**config.mk**
```make
export PLATFORM = sky130hd
export DESIGN_NAME = status_frame_deframer_unit
export DESIGN_NICKNAME = d
export VERILOG_FILES = /design/src/hdl/sfd_pkg.sv /design/src/hdl/sfd_parse.sv /design/src/hdl/sfd_outq.sv /design/src/hdl/status_frame_deframer_unit.sv
export SDC_FILE = /design/constraint.sdc
export NUM_CORES = 1
export LEC_CHECK = 0
export ABC_AREA = 1
export BUFFER_PORTS_ARGS = -buffer_cell sky130_fd_sc_hd__buf_2
export CORE_MARGIN = 1.5
export CORE_UTILIZATION = 55
export CTS_BUF_LIST = sky130_fd_sc_hd__clkbuf_2
export CTS_CLUSTER_DIAMETER = 100
export DETAILED_ROUTE_END_ITERATION = 10
export PLACE_DENSITY = 0.74
export RECOVER_POWER = 50
export SYNTH_ARGS = -nofsm -noshare
export SYNTH_HDL_FRONTEND = slang
export SYNTH_HIERARCHICAL = 1
export SYNTH_SLANG_ARGS = --single-unit
```
**constraint.sdc**
```tcl
create_clock -name clk -period 7.2 [get_ports clk]
set_input_delay 0.72 -clock clk [delete_from_list [all_inputs] [get_ports clk]]
set_output_delay 0.72 -clock clk [all_outputs]
set_load 0.005 [all_outputs]
```
**src/hdl/sfd_pkg.sv**
```systemverilog
// ----------------------------------------------------------------------------
// sfd_pkg: shared types and constants of the status frame deframer
// Result codes, header geometry, configuration and result records.
// ----------------------------------------------------------------------------
package sfd_pkg;

  localparam int unsigned HdrBytes  = 8;
  localparam int unsigned CountW    = 4;
  localparam int unsigned ShiftW    = 8 * (HdrBytes - 1);

  localparam logic [2:0] ST_PAYLOAD = 3'd0;
  localparam logic [2:0] ST_EMPTY   = 3'd1;
  localparam logic [2:0] ST_BADHDR  = 3'd2;
  localparam logic [2:0] ST_TOOLONG = 3'd3;
  localparam logic [2:0] ST_FAILED  = 3'd4;

  localparam logic [1:0] REG_MAGIC   = 2'd0;
  localparam logic [1:0] REG_VERSION = 2'd1;
  localparam logic [1:0] REG_MAXLEN  = 2'd2;

  localparam logic [15:0] MAXLEN_RESET = 16'd4096;

  typedef struct packed {
    logic [31:0] magic;
    logic [7:0]  version;
    logic [15:0] max_payload;
  } cfg_t;

  typedef struct packed {
    logic [2:0]  status;
    logic [7:0]  frame_type;
    logic [7:0]  payload_byte;
    logic [15:0] payload_length;
    logic        last_of_frame;
  } result_t;

endpackage

```
**src/hdl/sfd_parse.sv**
```systemverilog
// ----------------------------------------------------------------------------
// sfd_parse: header and payload tracking
// Consumes one byte per advance, updates frame state, forms at most one result.
// ----------------------------------------------------------------------------
module sfd_parse (
  input  logic             clk,
  input  logic             rst,
  input  logic             advance,
  input  logic [7:0]       data_byte,
  input  sfd_pkg::cfg_t    cfg,
  output logic             res_valid,
  output sfd_pkg::result_t res,
  output logic             failed
);
  import sfd_pkg::*;

  logic [ShiftW-1:0] header_shift, header_shift_next;
  logic [CountW-1:0] header_count, header_count_next;
  logic [15:0]       payload_remaining, payload_remaining_next;
  logic [7:0]        current_type, current_type_next;
  logic [15:0]       current_length, current_length_next;
  logic              failed_next;
  logic [63:0]       full_hdr;
  logic [15:0]       rem_dec;

  assign full_hdr = {header_shift, data_byte};
  assign rem_dec  = payload_remaining - 16'd1;

  always_comb begin
    header_shift_next      = header_shift;
    header_count_next      = header_count;
    payload_remaining_next = payload_remaining;
    current_type_next      = current_type;
    current_length_next    = current_length;
    failed_next            = failed;
    res_valid              = 1'b0;
    res.status             = ST_FAILED;
    res.payload_byte       = 8'd0;
    res.last_of_frame      = 1'b0;
    if (failed) begin
      res_valid = 1'b1;
    end else if (header_count < CountW'(HdrBytes)) begin
      header_shift_next = full_hdr[ShiftW-1:0];
      header_count_next = header_count + CountW'(1);
      if (header_count == CountW'(HdrBytes - 1)) begin
        current_type_next   = full_hdr[23:16];
        current_length_next = full_hdr[15:0];
        if (full_hdr[63:32] != cfg.magic || full_hdr[31:24] != cfg.version) begin
          failed_next = 1'b1;
          res_valid   = 1'b1;
          res.status  = ST_BADHDR;
        end else if (full_hdr[15:0] > cfg.max_payload) begin
          failed_next = 1'b1;
          res_valid   = 1'b1;
          res.status  = ST_TOOLONG;
        end else if (full_hdr[15:0] == 16'd0) begin
          header_count_next = '0;
          res_valid         = 1'b1;
          res.status        = ST_EMPTY;
          res.last_of_frame = 1'b1;
        end else begin
          payload_remaining_next = full_hdr[15:0];
        end
      end
    end else begin
      payload_remaining_next = rem_dec;
      res_valid              = 1'b1;
      res.status             = ST_PAYLOAD;
      res.payload_byte       = data_byte;
      if (rem_dec == 16'd0) begin
        header_count_next = '0;
        res.last_of_frame = 1'b1;
      end
    end
    res.frame_type     = current_type_next;
    res.payload_length = current_length_next;
  end

  always_ff @(posedge clk) begin
    if (rst) begin
      header_shift      <= '0;
      header_count      <= '0;
      payload_remaining <= '0;
      current_type      <= '0;
      current_length    <= '0;
      failed            <= 1'b0;
    end else if (advance) begin
      header_shift      <= header_shift_next;
      header_count      <= header_count_next;
      payload_remaining <= payload_remaining_next;
      current_type      <= current_type_next;
      current_length    <= current_length_next;
      failed            <= failed_next;
    end
  end

endmodule

```
**src/hdl/sfd_outq.sv**
```systemverilog
// ----------------------------------------------------------------------------
// sfd_outq: two-entry result queue
// Holds finished results so the parser keeps running while the sink stalls.
// ----------------------------------------------------------------------------
module sfd_outq (
  input  logic             clk,
  input  logic             rst,
  input  logic             push,
  input  sfd_pkg::result_t push_data,
  output logic             has_space,
  output logic             out_valid,
  input  logic             out_ready,
  output sfd_pkg::result_t out_data
);
  import sfd_pkg::*;

  result_t    entries [2];
  logic       wr_ptr;
  logic       rd_ptr;
  logic [1:0] count;
  logic       pop;

  assign has_space = (count != 2'd2);
  assign out_valid = (count != 2'd0);
  assign pop       = out_valid && out_ready;
  assign out_data  = entries[rd_ptr];

  always_ff @(posedge clk) begin
    if (push) begin
      entries[wr_ptr] <= push_data;
    end
  end

  always_ff @(posedge clk) begin
    if (rst) begin
      wr_ptr <= 1'b0;
      rd_ptr <= 1'b0;
      count  <= 2'd0;
    end else begin
      if (push) begin
        wr_ptr <= ~wr_ptr;
      end
      if (pop) begin
        rd_ptr <= ~rd_ptr;
      end
      count <= count + {1'b0, push} - {1'b0, pop};
    end
  end

endmodule

```
**src/hdl/status_frame_deframer_unit.sv**
```systemverilog
// ----------------------------------------------------------------------------
// status_frame_deframer_unit: length-prefixed status frame deframer
// Splits a byte stream into frames with an 8-byte big-endian header.
//
// Input channel: in_valid/in_ready with data_byte, one beat per stream byte.
// Output channel: out_valid/out_ready with status, frame_type, payload_byte,
// payload_length and last_of_frame. Header bytes give no beat except the
// eighth when the frame fails or is empty; every payload byte gives one.
// Configuration: cfg_write with cfg_index and cfg_data, write only while idle.
// Index 0 magic, 1 version, 2 max payload; other indexes are ignored.
// Path: each byte is registered in the input register and its result in the queue.
// Throughput: one byte per cycle while the queue has space, set by the
// combinational parser step between the input register and the two-entry queue.
// Reset: clears frame state, the failed flag and the queue; registers go to
// magic 0, version 0, max payload 4096.
// Stall: the queue absorbs results; once it is full and the input register
// holds a byte, in_ready drops until the sink takes a beat.
// After a bad header or oversize length every byte returns status 4 until reset.
// ----------------------------------------------------------------------------
module status_frame_deframer_unit (
  input  logic        clk,
  input  logic        rst,
  input  logic        in_valid,
  output logic        in_ready,
  input  logic [7:0]  data_byte,
  output logic        out_valid,
  input  logic        out_ready,
  output logic [2:0]  status,
  output logic [7:0]  frame_type,
  output logic [7:0]  payload_byte,
  output logic [15:0] payload_length,
  output logic        last_of_frame,
  input  logic        cfg_write,
  input  logic [1:0]  cfg_index,
  input  logic [31:0] cfg_data
);
  import sfd_pkg::*;

  cfg_t    cfg;
  logic    in_reg_valid;
  logic [7:0] in_reg_byte;
  logic    advance;
  logic    has_space;
  logic    res_valid;
  result_t res;
  result_t out_data;
  logic    failed;

  assign advance  = in_reg_valid && has_space;
  assign in_ready = !in_reg_valid || advance;

  always_ff @(posedge clk) begin
    if (rst) begin
      cfg.magic       <= '0;
      cfg.version     <= '0;
      cfg.max_payload <= MAXLEN_RESET;
    end else if (cfg_write) begin
      case (cfg_index)
        REG_MAGIC:   cfg.magic       <= cfg_data;
        REG_VERSION: cfg.version     <= cfg_data[7:0];
        REG_MAXLEN:  cfg.max_payload <= cfg_data[15:0];
        default: ;
      endcase
    end
  end

  always_ff @(posedge clk) begin
    if (rst) begin
      in_reg_valid <= 1'b0;
    end else if (in_ready) begin
      in_reg_valid <= in_valid;
    end
  end

  always_ff @(posedge clk) begin
    if (in_ready && in_valid) begin
      in_reg_byte <= data_byte;
    end
  end

  sfd_parse u_parse (
    .clk       (clk),
    .rst       (rst),
    .advance   (advance),
    .data_byte (in_reg_byte),
    .cfg       (cfg),
    .res_valid (res_valid),
    .res       (res),
    .failed    (failed)
  );

  sfd_outq u_outq (
    .clk       (clk),
    .rst       (rst),
    .push      (advance && res_valid),
    .push_data (res),
    .has_space (has_space),
    .out_valid (out_valid),
    .out_ready (out_ready),
    .out_data  (out_data)
  );

  assign status         = out_data.status;
  assign frame_type     = out_data.frame_type;
  assign payload_byte   = out_data.payload_byte;
  assign payload_length = out_data.payload_length;
  assign last_of_frame  = out_data.last_of_frame;

  a_failed_sticky: assert property (@(posedge clk) disable iff (rst)
    failed |=> failed)
    else $error("failed flag dropped without reset");

  a_byte_only_payload: assert property (@(posedge clk) disable iff (rst)
    out_valid && status != ST_PAYLOAD |-> payload_byte == 8'd0)
    else $error("payload byte nonzero on non-payload result");

  a_last_kind: assert property (@(posedge clk) disable iff (rst)
    out_valid && last_of_frame |-> (status == ST_PAYLOAD || status == ST_EMPTY))
    else $error("last marker on error result");

  a_failed_output: assert property (@(posedge clk) disable iff (rst)
    advance && failed |-> res_valid && res.status == ST_FAILED)
    else $error("byte after failure not reported as already failed");

endmodule

```
==> reports/metrics.csv <==
stage,metric,value,unit
status,status,finished with violations,
status,violations,"capacitance limit, slew limit",
cts,clock_path_buffers,3,
global_route,grt_max_degree,77,
finish,multiInputGateArea,0.00466,mm2
worst_setup_path,crit_required,7870,ps
logic_synthesis,synth_largest_area_cell,dfxtp_1,
finish,drive_gt1_share,16.1,%
floorplanning,num_rows,52,
drt,ant_nets,0,
timing,drv_slew,195,
cts,cts.sinks,243,
cts,cts_tree,built,
timing,slew_headroom,-65.0,%
logic_synthesis,ys_seq_area_share,49.5,%
drt,drt_pre_antenna_iters,5,
worst_setup_path,r2r_cells,12,
floorplanning,initial_core_util,56.4,%
power_and_ir_drop,cellPowerDensity,245,mW/mm2
finish,fin_nets,1595,
logic_synthesis,syn_nets,1498,
worst_setup_path,startpoint,u_outq/count[0],
floorplanning,dieArea,0.0217,mm2
cts,cts-root-buf,clkbuf_2,
logic_synthesis,async_reset_ff_share,0,%
logic_synthesis,syn_area_per_cell,8.00,um2
global_route,grtUsageTotal,23.2,%
timing,period_needed,4440,ps
drt,drc_errors,0,
timing,finalCritPeriodShare,61.6,%
worst_setup_path,r2r-start,u_outq/count[0],
worst_setup_path,cp-end-kind,flip-flop,
placed_design,io_buffers,84,
cts,ctsHtreeMaxLevel,2,
logic_synthesis,synth_seq_cells,243,
worst_hold_path,hold_depth,3,
flow_run,cap_viol_max_count,4,
worst_hold_path,min_from,cfg_data[10],
floorplanning,fp.coreArea,0.0203,mm2
finish,finish.utilization,61.4,%
placed_design,dp_hpwl,16600,um
global_route,gr-total-overflow,0,
finish,register_area,0.00567,mm2
timing,fmax,0.225,GHz
drt,wire_per_inst,13.5,um
worst_setup_path,worst-path-max-fanout,76,
worst_setup_path,slowest_stage,clkinv_1,
worst_setup_path,crit_top_cell,inv_1,
worst_setup_path,critPathKind,reg -> reg,
logic_synthesis,yosysUniqueCellTypes,37,
cts,path_clk_slew,110,ps
timing,setup_viol,0,
logic_synthesis,synth_top_area_share,28.5,%
power_and_ir_drop,power.total,3.06,mW
logic_synthesis,synth_edf_count,80,
worst_setup_path,worstSetupStartpointType,flip-flop,
drt,drt-total-wl,24800,um
floorplanning,io_pins,85,
cts,clk_latency,850,ps
worst_setup_path,cp_cell_sequence,inv_1 -> nand2_1 -> nand2_1 -> inv_1 -> inv_1 -> nor2_1 -> inv_1 -> nor2_4 -> buf_4 -> clkinv_1 -> o21ai_0 -> a21oi_1,
drt,viasPerCell,5.04,
logic_synthesis,ys.flop_type,dfxtp_1,
timing,hold_violations,0,
logic_synthesis,synth_area_leaders,"dfxtp_1 29%, edfxtp_1 21%, nand2_1 8.9%, nor2_1 8.4%, inv_1 6.0%",
logic_synthesis,synth_cells,1430,
placed_design,place_congestion,0.851,
floorplanning,die_w,147,um
timing,tightest_slew,2480,ps
global_route,antenna_found_initial,1,
logic_synthesis,yosys_warnings,6,
power_and_ir_drop,p_leak,5.92,nW
worst_setup_path,cp_slowest_stage_delay,940,ps
timing,clock_skew,71.6,ps
timing,setup_tns,0,ps
drt,drtIter0Drc,643,
global_route,grt_pass1_vias,8491,
worst_hold_path,min_path_type,in -> reg,
global_route,grt_pass1_wl,40600,um
cts,cts_buffers,59,
floorplanning,fp.dieH,147,um
logic_synthesis,synth.cell_area,0.0114,mm2
finish,area_growth_syn_to_layout,8.94,%
drt,via_count,9293,
power_and_ir_drop,vdd_drop_max,110,uV
worst_setup_path,worstPathArrival,5110,ps
timing,rsz0062_at_grt,false,
finish,fill_cells,1848,
-- power breakdown --
group	total [mW]	switching [mW]	internal [mW]
clock	0.871	0.537	0.335
combinational	0.594	0.350	0.244
sequential	1.59	0.0739	1.52
total	3.06	0.960	2.10
-- cell families after synthesis --
group           count (synthesis)  share of synthesized area, %
flops                         243                          49.5
fa+ha+maj                      21                          2.30
buf+inv                       261                          9.68
mux                            36                          4.53
compound gates                237                          10.6
simple gates                  607                          21.5
xor+xnor                       25                          1.91
-- registers in the layout (all words and copies together) (netlist names), named ones only --
register                   count
cfg                           56
in_reg_byte                    8
in_reg_valid                   1
u_outq/count                   2
u_outq/entries                72
u_outq/rd_ptr                  1
u_outq/wr_ptr                  1
u_parse/current_length        16
u_parse/current_type           8
u_parse/failed                 1
u_parse/header_count           4
u_parse/header_shift          56
u_parse/payload_remaining     16
-- cells in the final DEF (no fill, tap or decap), types with 2 or more instances in the layout --
master         synthesis  final
nor2_1               256    256
ha_1                  21     21
nor2_2                 5      5
nor2_4                 4      4
nor4_1                 2      2
mux2_4                30     30
clkbuf_2               0     91
dlygate4sd3_1          0      7
a21oi_1              107    108
mux2_2                 6      6
nand2_2                7      6
inv_1                182    183
nand2_1              272    274
nand4_1                4      4
buf_4                  4      6
clkinv_2               0      3
dfxtp_1              163    162
nand3_1               45     45
buf_2                 26     81
nand3b_1               5      5
inv_2                 12     12
xor2_1                21     21
xnor2_1                4      4
a21oi_2                4      3
nand2_4                3      2
nor3_1                 2      2
o21ai_0              123    123
clkbuf_1              26      6
clkinv_1               2     12
edfxtp_1              80     80
-- synthesized netlist by cell type (6+ instances only) --
cell / instances
nand2_1: 272
nor2_1: 256
inv_1: 182
dfxtp_1: 163
o21ai_0: 123
a21oi_1: 107
edfxtp_1: 80
nand3_1: 45
mux2_4: 30
buf_2: 26
clkbuf_1: 26
ha_1: 21
xor2_1: 21
inv_2: 12
nand2_2: 7
mux2_2: 6
-- critical path: cells and delay by family, from the launching register on --
| kind | cells | cell delay [ps] |
|---|---|---|
| compound gates | 2 | 500 |
| buf+inv | 6 | 2650 |
| flops | 1 | 340 |
| simple gates | 4 | 720 |
-- per-layer routing --
metal,routed length (um),vias to the layer above,track usage (%),share of wire [%]
met5,0,-,0,0
met4,514,0,7.95,2.1
met3,1550,49,4.81,6.2
met2,11200,268,36.0,45
met1,11600,4233,32.2,47
li1,-,4743,-,-
-- area by class of cell --
class                   instances  share of cell area [%]
inverters                     197                    5.94
multi-input cells             926                    37.4
flip-flops and latches        243                    45.4
clock buffers                  91                    3.65
repair buffers                100                    4.36
well taps                     270                    2.71
clock inverters                15                   0.512
diodes                          1                  0.0201
-- metrics by stage --
stage	area (um2)	worst slack [ps]	hold WS, ps	std cells
2_1_floorplan	11400	3410	429	1430
3_3_place_gp	11900	3400	454	1729
3_5_place_dp	11900	3320	463	1729
4_1_cts	12500	3260	11.9	1842
5_1_grt	12500	2100	76.4	1843
6_report	12500	2760	106	1843
-- worst paths after layout --
path                              end  slack (ps)
min reg2reg  u_parse/header_shift[29]         460
min                           cfg[10]         110
max          u_parse/header_shift[16]        2760
max reg2reg  u_parse/header_shift[16]        2760
-- timing repair --
item                                    in CTS  in global routing
endpoints found under the hold margin        7                  0
resized for setup                            0                  0
hold buffers                                 7                  0
endpoints found under the setup margin       0                  0
buffers inserted                             0                  0
(Power assumes the default switching activity.)
